[config.mk]
export PLATFORM = sky130hd
export DESIGN_NAME = indexed_shift_array
export DESIGN_NICKNAME = d
export VERILOG_FILES = /design/src/rtl/isa_pkg.sv /design/src/rtl/isa_cell.sv /design/src/rtl/indexed_shift_array.sv
export VERILOG_INCLUDE_DIRS = /design/src /design/src/rtl
export SDC_FILE = /design/constraint.sdc
export NUM_CORES = 1
export LEC_CHECK = 0
export ABC_AREA = 1
export BUFFER_PORTS_ARGS = -buffer_cell sky130_fd_sc_hd__buf_2
export CORE_UTILIZATION = 30
export DETAILED_ROUTE_END_ITERATION = 10
export PLACE_DENSITY = 0.53
export SYNTH_ARGS = -nofsm -noshare
export SYNTH_HDL_FRONTEND = slang
export SYNTH_HIERARCHICAL = 1
export SYNTH_SLANG_ARGS = --single-unit
[constraint.sdc]
create_clock -name clk_i -period 7.78 [get_ports clk_i]
set_input_delay 0.389 -clock clk_i [delete_from_list [all_inputs] [get_ports clk_i]]
set_output_delay 0.389 -clock clk_i [all_outputs]
set_load 0.01 [all_outputs]
[src/rtl/indexed_shift_array_assert.svh]
// Assertion macros used by the indexed_shift_array module.
// Each macro expects clk_i and rst_ni in the scope where it is used.
`ifndef INDEXED_SHIFT_ARRAY_ASSERT_SVH
`define INDEXED_SHIFT_ARRAY_ASSERT_SVH

// The consequent must hold in the same cycle as the antecedent.
`define ISA_ASSERT_NOW(lbl, ante, cons, msg) \
  lbl: assert property (@(posedge clk_i) disable iff (!rst_ni) (ante) |-> (cons)) \
    else $error(msg);

// The consequent must hold in the cycle after the antecedent.
`define ISA_ASSERT_NEXT(lbl, ante, cons, msg) \
  lbl: assert property (@(posedge clk_i) disable iff (!rst_ni) (ante) |=> (cons)) \
    else $error(msg);

`endif

[src/rtl/isa_pkg.sv]
// Shared types and constants for the indexed shift array.
// Used by isa_cell and indexed_shift_array; depends on nothing.
package isa_pkg;

  localparam int unsigned Depth       = 16;
  localparam int unsigned ElemBits    = 32;
  localparam int unsigned CntW        = $clog2(Depth + 1);
  localparam int unsigned IndexW      = 5;
  localparam int unsigned CmpW        = (CntW > IndexW) ? CntW : IndexW;
  localparam int unsigned ValueW      = 32;

  typedef logic [ElemBits-1:0] elem_t;
  typedef logic [CntW-1:0]     cnt_t;
  typedef logic [CmpW-1:0]     cmp_t;

  typedef enum logic [2:0] {
    KIND_PUSH   = 3'd0,
    KIND_POP    = 3'd1,
    KIND_INSERT = 3'd2,
    KIND_REMOVE = 3'd3,
    KIND_READ   = 3'd4,
    KIND_WRITE  = 3'd5,
    KIND_CLEAR  = 3'd6
  } kind_e;

  typedef enum logic [1:0] {
    ST_OK    = 2'd0,
    ST_RANGE = 2'd1,
    ST_FULL  = 2'd2,
    ST_EMPTY = 2'd3
  } status_e;

  typedef enum logic [1:0] {
    CELL_HOLD  = 2'd0,
    CELL_LOAD  = 2'd1,
    CELL_LEFT  = 2'd2,
    CELL_RIGHT = 2'd3
  } cell_op_e;

  typedef struct packed {
    cell_op_e op;
    logic     sel;
  } cell_ctrl_t;

endpackage

[src/rtl/isa_cell.sv]
// One storage cell of the indexed shift array: holds one element word.
// Depends on isa_pkg for the element type and the cell control struct.
module isa_cell (
  input  logic               clk_i,
  input  isa_pkg::cell_ctrl_t ctrl_i,
  input  isa_pkg::elem_t     load_i,
  input  isa_pkg::elem_t     left_i,
  input  isa_pkg::elem_t     right_i,
  output isa_pkg::elem_t     word_o,
  output isa_pkg::elem_t     rd_o
);

  isa_pkg::elem_t word_q;
  isa_pkg::elem_t word_d;

  always_comb begin
    unique case (ctrl_i.op)
      isa_pkg::CELL_HOLD:  word_d = word_q;
      isa_pkg::CELL_LOAD:  word_d = load_i;
      isa_pkg::CELL_LEFT:  word_d = left_i;
      isa_pkg::CELL_RIGHT: word_d = right_i;
      default:             word_d = word_q;
    endcase
  end

  always_ff @(posedge clk_i) begin
    word_q <= word_d;
  end

  assign word_o = word_q;
  assign rd_o   = ctrl_i.sel ? word_q : '0;

endmodule

[src/rtl/indexed_shift_array.sv]
// Indexed shift array: an ordered row of cells with push, pop, insert, remove, read,
// write and clear. Each item's result appears with done_o in the cycle after
// acceptance, and a new item may be accepted every cycle (busy_o stays low).
// Insert and remove shift the cells from the index upward in parallel, so depth does not slow them.
// Reset clears the element count and the result strobe; cell contents are not reset.
module indexed_shift_array (
  input  logic        clk_i,
  input  logic        rst_ni,
  input  logic        start_i,
  output logic        busy_o,
  input  logic [2:0]  kind_i,
  input  logic [4:0]  index_i,
  input  logic [31:0] value_i,
  output logic        done_o,
  output logic [1:0]  status_o,
  output logic [31:0] read_value_o,
  output logic [4:0]  count_o
);

  `include "indexed_shift_array_assert.svh"

  localparam int unsigned Depth = isa_pkg::Depth;

  logic                fire;
  isa_pkg::cnt_t       fill_q;
  isa_pkg::cnt_t       fill_d;
  isa_pkg::cmp_t       idx;
  isa_pkg::cmp_t       fill_w;
  isa_pkg::elem_t      load_word;
  isa_pkg::status_e    status_d;
  isa_pkg::status_e    status_q;
  logic                done_q;
  isa_pkg::elem_t      rdata_d;
  logic [31:0]         rdata_q;
  logic                full;
  logic                empty;
  logic                do_load;
  logic                do_left;
  logic                do_right;
  logic                do_read;
  isa_pkg::cmp_t       target;

  isa_pkg::cell_ctrl_t ctrl  [Depth];
  isa_pkg::elem_t      words [Depth];
  isa_pkg::elem_t      rds   [Depth];

  assign busy_o    = 1'b0;
  assign fire      = start_i && !busy_o;
  assign idx       = isa_pkg::CmpW'(index_i);
  assign fill_w    = isa_pkg::CmpW'(fill_q);
  assign load_word = isa_pkg::ElemBits'(value_i);
  assign full      = (fill_w == isa_pkg::CmpW'(Depth));
  assign empty     = (fill_q == '0);

  always_comb begin
    status_d = isa_pkg::ST_OK;
    fill_d   = fill_q;
    do_load  = 1'b0;
    do_left  = 1'b0;
    do_right = 1'b0;
    do_read  = 1'b0;
    target   = idx;
    if (fire) begin
      unique case (kind_i)
        isa_pkg::KIND_PUSH: begin
          target = fill_w;
          if (full) begin
            status_d = isa_pkg::ST_FULL;
          end else begin
            do_load = 1'b1;
            fill_d  = fill_q + isa_pkg::CntW'(1);
          end
        end
        isa_pkg::KIND_POP: begin
          if (empty) begin
            status_d = isa_pkg::ST_EMPTY;
          end else begin
            fill_d = fill_q - isa_pkg::CntW'(1);
          end
        end
        isa_pkg::KIND_INSERT: begin
          if (idx > fill_w) begin
            status_d = isa_pkg::ST_RANGE;
          end else if (full) begin
            status_d = isa_pkg::ST_FULL;
          end else begin
            do_load = 1'b1;
            do_left = 1'b1;
            fill_d  = fill_q + isa_pkg::CntW'(1);
          end
        end
        isa_pkg::KIND_REMOVE: begin
          if (idx >= fill_w) begin
            status_d = isa_pkg::ST_RANGE;
          end else begin
            do_right = 1'b1;
            fill_d   = fill_q - isa_pkg::CntW'(1);
          end
        end
        isa_pkg::KIND_READ: begin
          if (idx >= fill_w) begin
            status_d = isa_pkg::ST_RANGE;
          end else begin
            do_read = 1'b1;
          end
        end
        isa_pkg::KIND_WRITE: begin
          if (idx >= fill_w) begin
            status_d = isa_pkg::ST_RANGE;
          end else begin
            do_load = 1'b1;
          end
        end
        isa_pkg::KIND_CLEAR: begin
          fill_d = '0;
        end
        default: begin
          status_d = isa_pkg::ST_OK;
        end
      endcase
    end
  end

  for (genvar i = 0; i < Depth; i++) begin : g_cell
    localparam isa_pkg::cmp_t Pos = isa_pkg::CmpW'(i);
    isa_pkg::elem_t left_w;
    isa_pkg::elem_t right_w;

    always_comb begin
      ctrl[i].sel = do_read && (target == Pos);
      priority if (do_load && (target == Pos)) begin
        ctrl[i].op = isa_pkg::CELL_LOAD;
      end else if (do_left && (Pos > target)) begin
        ctrl[i].op = isa_pkg::CELL_LEFT;
      end else if (do_right && (Pos >= target)) begin
        ctrl[i].op = isa_pkg::CELL_RIGHT;
      end else begin
        ctrl[i].op = isa_pkg::CELL_HOLD;
      end
    end

    if (i == 0) begin : g_first
      assign left_w = words[i];
    end else begin : g_mid
      assign left_w = words[i-1];
    end
    if (i == Depth - 1) begin : g_last
      assign right_w = words[i];
    end else begin : g_inner
      assign right_w = words[i+1];
    end

    isa_cell u_cell (
      .clk_i   (clk_i),
      .ctrl_i  (ctrl[i]),
      .load_i  (load_word),
      .left_i  (left_w),
      .right_i (right_w),
      .word_o  (words[i]),
      .rd_o    (rds[i])
    );
  end

  always_comb begin
    rdata_d = '0;
    for (int unsigned k = 0; k < Depth; k++) begin
      rdata_d = rdata_d | rds[k];
    end
  end

  always_ff @(posedge clk_i or negedge rst_ni) begin
    if (!rst_ni) begin
      fill_q <= '0;
      done_q <= 1'b0;
    end else begin
      fill_q <= fill_d;
      done_q <= fire;
    end
  end

  always_ff @(posedge clk_i) begin
    status_q <= status_d;
    rdata_q  <= 32'(rdata_d);
  end

  assign done_o       = done_q;
  assign status_o     = status_q;
  assign read_value_o = rdata_q;
  assign count_o      = 5'(fill_q);

  `ISA_ASSERT_NEXT(a_done_follows, fire, done_o, "Accepted item produced no result.")
  `ISA_ASSERT_NOW(a_count_bound, 1'b1, fill_w <= isa_pkg::CmpW'(Depth),
    "Element count exceeds capacity.")
  `ISA_ASSERT_NOW(a_rd_zero, done_o && (status_q != isa_pkg::ST_OK), read_value_o == '0,
    "Read value not zero on a failed item.")
  `ISA_ASSERT_NEXT(a_push_grows, fire && (kind_i == isa_pkg::KIND_PUSH) && !full,
    fill_q == ($past(fill_q) + isa_pkg::CntW'(1)), "Successful push did not add an element.")
  `ISA_ASSERT_NEXT(a_clear_empties, fire && (kind_i == isa_pkg::KIND_CLEAR),
    (count_o == '0) && (status_q == isa_pkg::ST_OK), "Clear did not empty the array.")

endmodule

==> results.sh, run 1 <==
export IMPL_clkSinkCount=552
export IMPL_drv_slew=2
export IMPL_criticalPathCategory="reg -> reg"
export IMPL_synth_edf_count=512
export IMPL_timing_fmax_ghz=0.207
export IMPL_critPathMaxFanout=65
export IMPL_skew_ns=0.0272
export IMPL_setup_violations_final=0
export IMPL_vias=30800
export IMPL_layout_common_cells="nand3_1 (1,568), nand2_1 (1,120), inv_1 (554), edfxtp_1 (512), nor4_1 (128)"
export IMPL_layout_worst_path_cycle_share=0.622
export IMPL_synth_area_sq_um=35100
export IMPL_power_switching_mw=2.03
export IMPL_hp_class="in -> async"
export IMPL_synth_cell_types=36
export IMPL_syn_avg_cell_area_sq_um=7.91
export IMPL_seq_power_share=0.463
export IMPL_drt_wl_total_microns=119000
export IMPL_vias_per_cell=5.19
export IMPL_critPathBufInv=5
export IMPL_synth_seq_area_share=0.461
export IMPL_worstPathArrival_ns=5.14
export IMPL_synth_nets=4495
export IMPL_reg2reg_to="g_cell[2].u_cell/word_o[20]"
export IMPL_status="finished, violations left"
export IMPL_final_common_cell="nand3_1"
export IMPL_async_flop_share=0.0109
export IMPL_critPathMaxStageDelay_ns=0.78
export IMPL_nets=4407
export IMPL_synth_seq_cells=552
export IMPL_leakagePower_nw=17.8
export IMPL_overflow=0
export IMPL_die_area_sq_um=118000
export IMPL_cap_viol_max_count=1
export IMPL_clk_pin_slew_ns=0.06
export IMPL_instances_no_fill=5934
export IMPL_setup_tns_ns=0
export IMPL_path_cells="inv_1 > ha_1 > nand2_1 > inv_1 > nand2_1 > nand2_1 > nor2_2 > nand4_2 > nor2_4 > nand2_1 > o21ai_4 > buf_4 > inv_1 > nand2_1 > buf_4"
export IMPL_crit_family="buffers and inverters"
export IMPL_setup_worst_path_start_class="flip-flop"
export IMPL_synthFlopType="edfxtp_1"
export IMPL_area_growth_pct=7.44
export IMPL_slew_headroom=-0.0572
export IMPL_clock_latency_ns=0.64
export IMPL_cts_made_buffers=70
export IMPL_antenna_found_initial=7
export IMPL_cts_setup_buffers=0
export IMPL_rows=125
export IMPL_final_min_clock_period_ns=4.84
export IMPL_avgRoutedWirePerCell_microns=20.0
export IMPL_critPathCaptureType="flip-flop"
export IMPL_peakVddDrop_v=0.000132
export IMPL_drive_above_1_share=0.0819
export IMPL_cts_htree_levels=3
export IMPL_r2r_slack_ns=2.94
export IMPL_port_buffers=82
export IMPL_ant_nets=0
export IMPL_violations="capacitance limit, slew limit"
export IMPL_dr_pass1_iters=6
export IMPL_cts_resized=0
export IMPL_p_sw_frac=0.268
export IMPL_p_per_area_nw_per_um2=201
export IMPL_die_w_microns=344
export IMPL_r2r_start="count_o[4]"
export IMPL_finalHoldViolCount=0
export IMPL_dp_hpwl_microns=87900
export IMPL_p_int_mw=5.55
export IMPL_ioPinCount=84
export IMPL_root_buffer="clkbuf_16"
export IMPL_combPwrFrac=0.100
export IMPL_place_gp_congestion=0.862
export IMPL_reg2regPathDepth=15
export IMPL_die_h_microns=344
export IMPL_power_share_clock=0.437
export IMPL_syn_inst=4443
export IMPL_fillCellCount=12300
export IMPL_max_clock_path_buffers=3
export IMPL_grt_pass1_vias=27300
export IMPL_cpMostUsedCell="nand2_1"
export IMPL_design_core_area_sq_um=116000
export IMPL_yosys_warnings=6
export IMPL_drcViolationCount=0
export IMPL_cp_slowest_cell="nand2_1"
export IMPL_cts_tree="done"
export IMPL_start_util=0.302
export IMPL_placed_cells=5806
export IMPL_grt_max_degree=66
export IMPL_drtIter0Drc=4267
export IMPL_worst_pin_slew_ns=1.57
export IMPL_track_usage=0.196
export IMPL_required_ns=8.08
export IMPL_grt_pass1_wl_microns=180000
export IMPL_rsz0062_at_grt="no"
per-stage QoR:
step	util	hold WS (ns)	instance area [sq um]	setup WS, ns	total power [mW]
2_1_floorplan	-	0.0934	35100	4.64	4.08
5_1_grt	0.325	0.150	37700	2.59	7.83
4_1_cts	0.325	0.102	37700	3.02	7.63
3_5_place_dp	0.305	0.227	35500	3.03	4.32
6_report	0.325	0.137	37700	2.94	7.58
3_3_place_gp	0.305	0.226	35500	3.08	4.31
synthesized netlist by cell type, types with 7 or more instances:
cell type	count	area [sq um]
buf_2	101	505
buf_4	70	526
buf_6	154	1730
dfxtp_1	34	681
edfxtp_1	512	15400
ha_1	8	100
inv_1	555	2080
inv_2	10	37.5
inv_4	15	93.8
nand2_1	1130	4240
nand2_2	11	68.8
nand2_4	8	90.1
nand3_1	1568	7850
nand4_1	40	250
nor2_1	34	128
nor2_2	7	43.8
nor3_1	13	65.1
nor4_1	128	801
o21ai_0	8	40.0
area by class of cell:
| cell class | instances | area, sq um | share of cell area |
|---|---|---|---|
| inverters | 580 | 2210 | 0.0587 |
| diodes | 1 | 2.50 | 0.0000663 |
| well taps | 1524 | 1910 | 0.0505 |
| clock buffers | 91 | 1890 | 0.0501 |
| multi-input cells | 2984 | 14100 | 0.373 |
| clock inverters | 35 | 388 | 0.0103 |
| repair buffers | 167 | 1050 | 0.0278 |
| flip-flops and latches | 552 | 16200 | 0.429 |
how the worst max path moves through the flow:
stage	startpoint	end	slack, ns	depth (start not counted)
final	count_o[4]	g_cell[2].u_cell/word_o[20]	2.94	15
after global routing	count_o[4]	g_cell[2].u_cell/word_o[20]	2.59	15
after CTS	count_o[4]	g_cell[2].u_cell/word_o[28]	3.02	15
after detailed placement	start_i	g_cell[2].u_cell/word_o[28]	3.03	13
after global placement	count_o[4]	g_cell[2].u_cell/word_o[20]	3.08	15
after floorplan	count_o[4]	g_cell[8].u_cell/word_o[0]	4.64	15
power groups by stage:
stage          logic (mW)  clock network, mW  registers [mW]
2_1_floorplan       0.555                  0            3.53
3_3_place_gp        0.741                  0            3.57
3_5_place_dp        0.749                  0            3.57
4_1_cts             0.750               3.37            3.51
5_1_grt             0.843               3.47            3.52
6_report            0.757               3.31            3.51
registers in the layout (all words and copies together) (netlist names):
name / cells
g_cell.u_cell/word_o: 512
status_o: 2
done_o: 1
count_o: 5
read_value_o: 32
logic make-up (layout without fill, tap and decap cells):
family | count (synthesis) | count (layout) | share of synthesized area
AO/OA/AOI/OAI | 21 | 21 | 0.00331
XOR/XNOR | 2 | 2 | 0.000499
adder cells (fa/ha/maj) | 9 | 9 | 0.00342
buffers and inverters | 907 | 873 | 0.142
flip-flops | 552 | 552 | 0.461
other | 1 | 2 | 0.000107
AND/OR/NAND/NOR | 2951 | 2951 | 0.389
timing repair:
item,CTS,global route
hold buffers,1,0
setup endpoints to repair,0,0
hold endpoints to repair,6,0
routing by layer:
metal	wire, microns	share of wire	global-route usage	up-vias
met2	44200	0.37	0.247	1472
met3	12800	0.11	0.0425	122
met5	0	0	0	-
met4	2430	0.020	0.0461	0
met1	59500	0.50	0.325	14400
li1	-	-	-	14800
(Power assumes the default switching activity.)
==> inputs of run 2 (changes only) <==
--- a/config.mk
+++ b/config.mk
@@ -10,7 +10,7 @@
 export BUFFER_PORTS_ARGS = -buffer_cell sky130_fd_sc_hd__buf_2
 export CORE_UTILIZATION = 30
 export DETAILED_ROUTE_END_ITERATION = 10
-export PLACE_DENSITY = 0.53
+export PLACE_DENSITY = 0.55
 export SYNTH_ARGS = -nofsm -noshare
 export SYNTH_HDL_FRONTEND = slang
 export SYNTH_HIERARCHICAL = 1
==> constraint.sdc (replaced) <==
create_clock -name clk_i -period 4.25 [get_ports clk_i]
set_input_delay 0.2125 -clock clk_i [delete_from_list [all_inputs] [get_ports clk_i]]
set_output_delay 0.2125 -clock clk_i [all_outputs]
set_load 0.01 [all_outputs]
==> run 2 against run 1 <==
Against the previous run:
- the run now ends clean
- first-iteration DRC count down 28%
- worst hold slack lost 0.012 ns
- largest power group unchanged
- cell area increased by 0.19%
- routed wire length is 6.1% lower
- critical path depth stayed put
- sequential share of layout area shrank 0.082 points
- flip-flop and latch count is the same
- sequential power rose by 83%
- power is 80% higher
- clock skew down 0.0099 ns
- combinational power up 84%
==> results.sh, run 2 (synthesized netlist as in run 1, its figures left out) <==
export IMPL_grt_max_degree=65
export IMPL_setup_violations_final=0
export IMPL_cts_resized=0
export IMPL_grt_pass1_vias=28300
export IMPL_p_per_area_nw_per_um2=360
export IMPL_cts_tree="done"
export IMPL_required_ns=4.68
export IMPL_design_core_area_sq_um=116000
export IMPL_grtUsageMet1=0.271
export IMPL_die_h_microns=344
export IMPL_vias=30400
export IMPL_vias_per_cell=5.10
export IMPL_ant_nets=0
export IMPL_cts_made_buffers=66
export IMPL_die_w_microns=344
export IMPL_clk_pin_slew_ns=0.06
export IMPL_cap_viol_max_count=0
export IMPL_dp_hpwl_microns=82500
export IMPL_final_min_clock_period_ns=3.72
export IMPL_drtIter0Drc=3053
export IMPL_dp_slack_ns=0.748
export IMPL_setup_tns_ns=0
export IMPL_leakagePower_nw=17.9
export IMPL_drv_slew=0
export IMPL_overflow=0
export IMPL_grt_pass1_wl_microns=175000
export IMPL_fillCellCount=12100
export IMPL_root_buffer="clkbuf_16"
export IMPL_rsz0062_at_grt="no"
export IMPL_hp_class="in -> reg"
export IMPL_die_area_sq_um=118000
export IMPL_use_met2=0.290
export IMPL_timing_fmax_ghz=0.269
export IMPL_status="complete, no violations"
export IMPL_layout_worst_path_cycle_share=0.876
export IMPL_dr_pass1_iters=6
export IMPL_multiInputGateArea_sq_um=14100
export IMPL_setup_worst_path_start_class="flip-flop"
export IMPL_clkSinkCount=552
export IMPL_max_clock_path_buffers=3
export IMPL_track_usage=0.186
export IMPL_drcViolationCount=0
export IMPL_critPathMaxFanout=32
export IMPL_area_growth_pct=7.64
export IMPL_cts_htree_levels=3
export IMPL_place_gp_congestion=0.884
export IMPL_fin_util=0.325
export IMPL_skew_ns=0.0173
export IMPL_layout_common_cells="nand3_1 (1,568), nand2_1 (1,120), inv_1 (554), edfxtp_1 (512), nor4_1 (128)"
export IMPL_avgRoutedWirePerCell_microns=18.8
export IMPL_nets=4427
export IMPL_instances_no_fill=5951
export IMPL_worst_pin_slew_ns=1.17
export IMPL_finalHoldViolCount=0
export IMPL_antenna_found_initial=8
export IMPL_drive_above_1_share=0.0863
export IMPL_drt_wl_total_microns=112000
export IMPL_power_mw=13.6
export IMPL_criticalPathCategory="reg -> reg"
export IMPL_met3_usage=0.0235
export IMPL_num_antenna_cells=0
export IMPL_clock_latency_ns=0.61
export IMPL_port_buffers=82
export IMPL_seq_area_sq_um=16200
export IMPL_ioPinCount=84
export IMPL_critPathCaptureType="flip-flop"
export IMPL_slew_headroom=0.213
export IMPL_placed_cells=5829
export IMPL_top_usage_layer="met2"
export IMPL_final_common_cell="nand3_1"
export IMPL_start_util=0.302
export IMPL_fin_ws_ns=0.526
export IMPL_worstPathArrival_ns=4.15
export IMPL_peakVddDrop_v=0.000213
export IMPL_largest_reg_flops=512
export IMPL_rows=125
## run 2: area by class of cell
| class | count | share of cell area |
|---|---|---|
| clock inverters | 29 | 0.00811 |
| clock buffers | 91 | 0.0486 |
| multi-input cells | 2984 | 0.372 |
| flip-flops and latches | 552 | 0.429 |
| well taps | 1524 | 0.0504 |
| repair buffers | 191 | 0.0333 |
| inverters | 580 | 0.0586 |
## run 2: power breakdown
part / switching, mW / total, mW / internal, mW
clock: 2.40 / 5.81 / 3.40
sequential: 0.185 / 6.41 / 6.22
combinational: 0.981 / 1.39 / 0.411
total: 3.57 / 13.6 / 10.0
## run 2: repair_timing
| item | 4_1_cts | 5_1_grt |
|---|---|---|
| endpoints found under the hold margin | 6 | 0 |
| hold buffers | 2 | 0 |
| buffers inserted | 0 | 0 |
## run 2: per-layer routing
metal | wire length [microns] | vias up
met1 | 53300 | 14300
met3 | 6870 | 123
met5 | 85 | -
li1 | - | 14900
met2 | 49700 | 1052
met4 | 1710 | 12
## run 2: final timing paths
check	start	endpoint	slack, ns	depth (start not counted)
max	count_o[4]	read_value_o[5]	0.53	15
min	start_i	done_o	0.12	2
max in group asynchronous	rst_ni	count_o[2]	3.44	3
min in group asynchronous	rst_ni	done_o	0.59	3
min reg2reg	count_o[1]	count_o[1]	0.57	2
max reg2reg	count_o[4]	read_value_o[5]	0.53	15
## run 2: worst max-delay path, stage by stage (launching register included)
cell	delay, ns
dfrtp_1	0.41
inv_1	0.11
ha_1	0.30
nand2_1	0.09
nor2_1	0.14
nand2_1	0.16
nand2_1	0.12
nor2_1	0.04
nand2_1	0.31
buf_4	0.31
nor3_2	0.05
buf_4	0.27
nand2_1	0.11
inv_1	0.05
nor4_1	0.81
nand4_1	0.24
## run 2: per-stage QoR
step | cell area, sq um | hold slack (ns)
floorplan | 35100 | -0.0831
global placement | 35600 | 0.0513
detailed placement | 35600 | 0.0495
CTS | 37800 | 0.0775
global route | 37800 | 0.118
finish | 37800 | 0.125
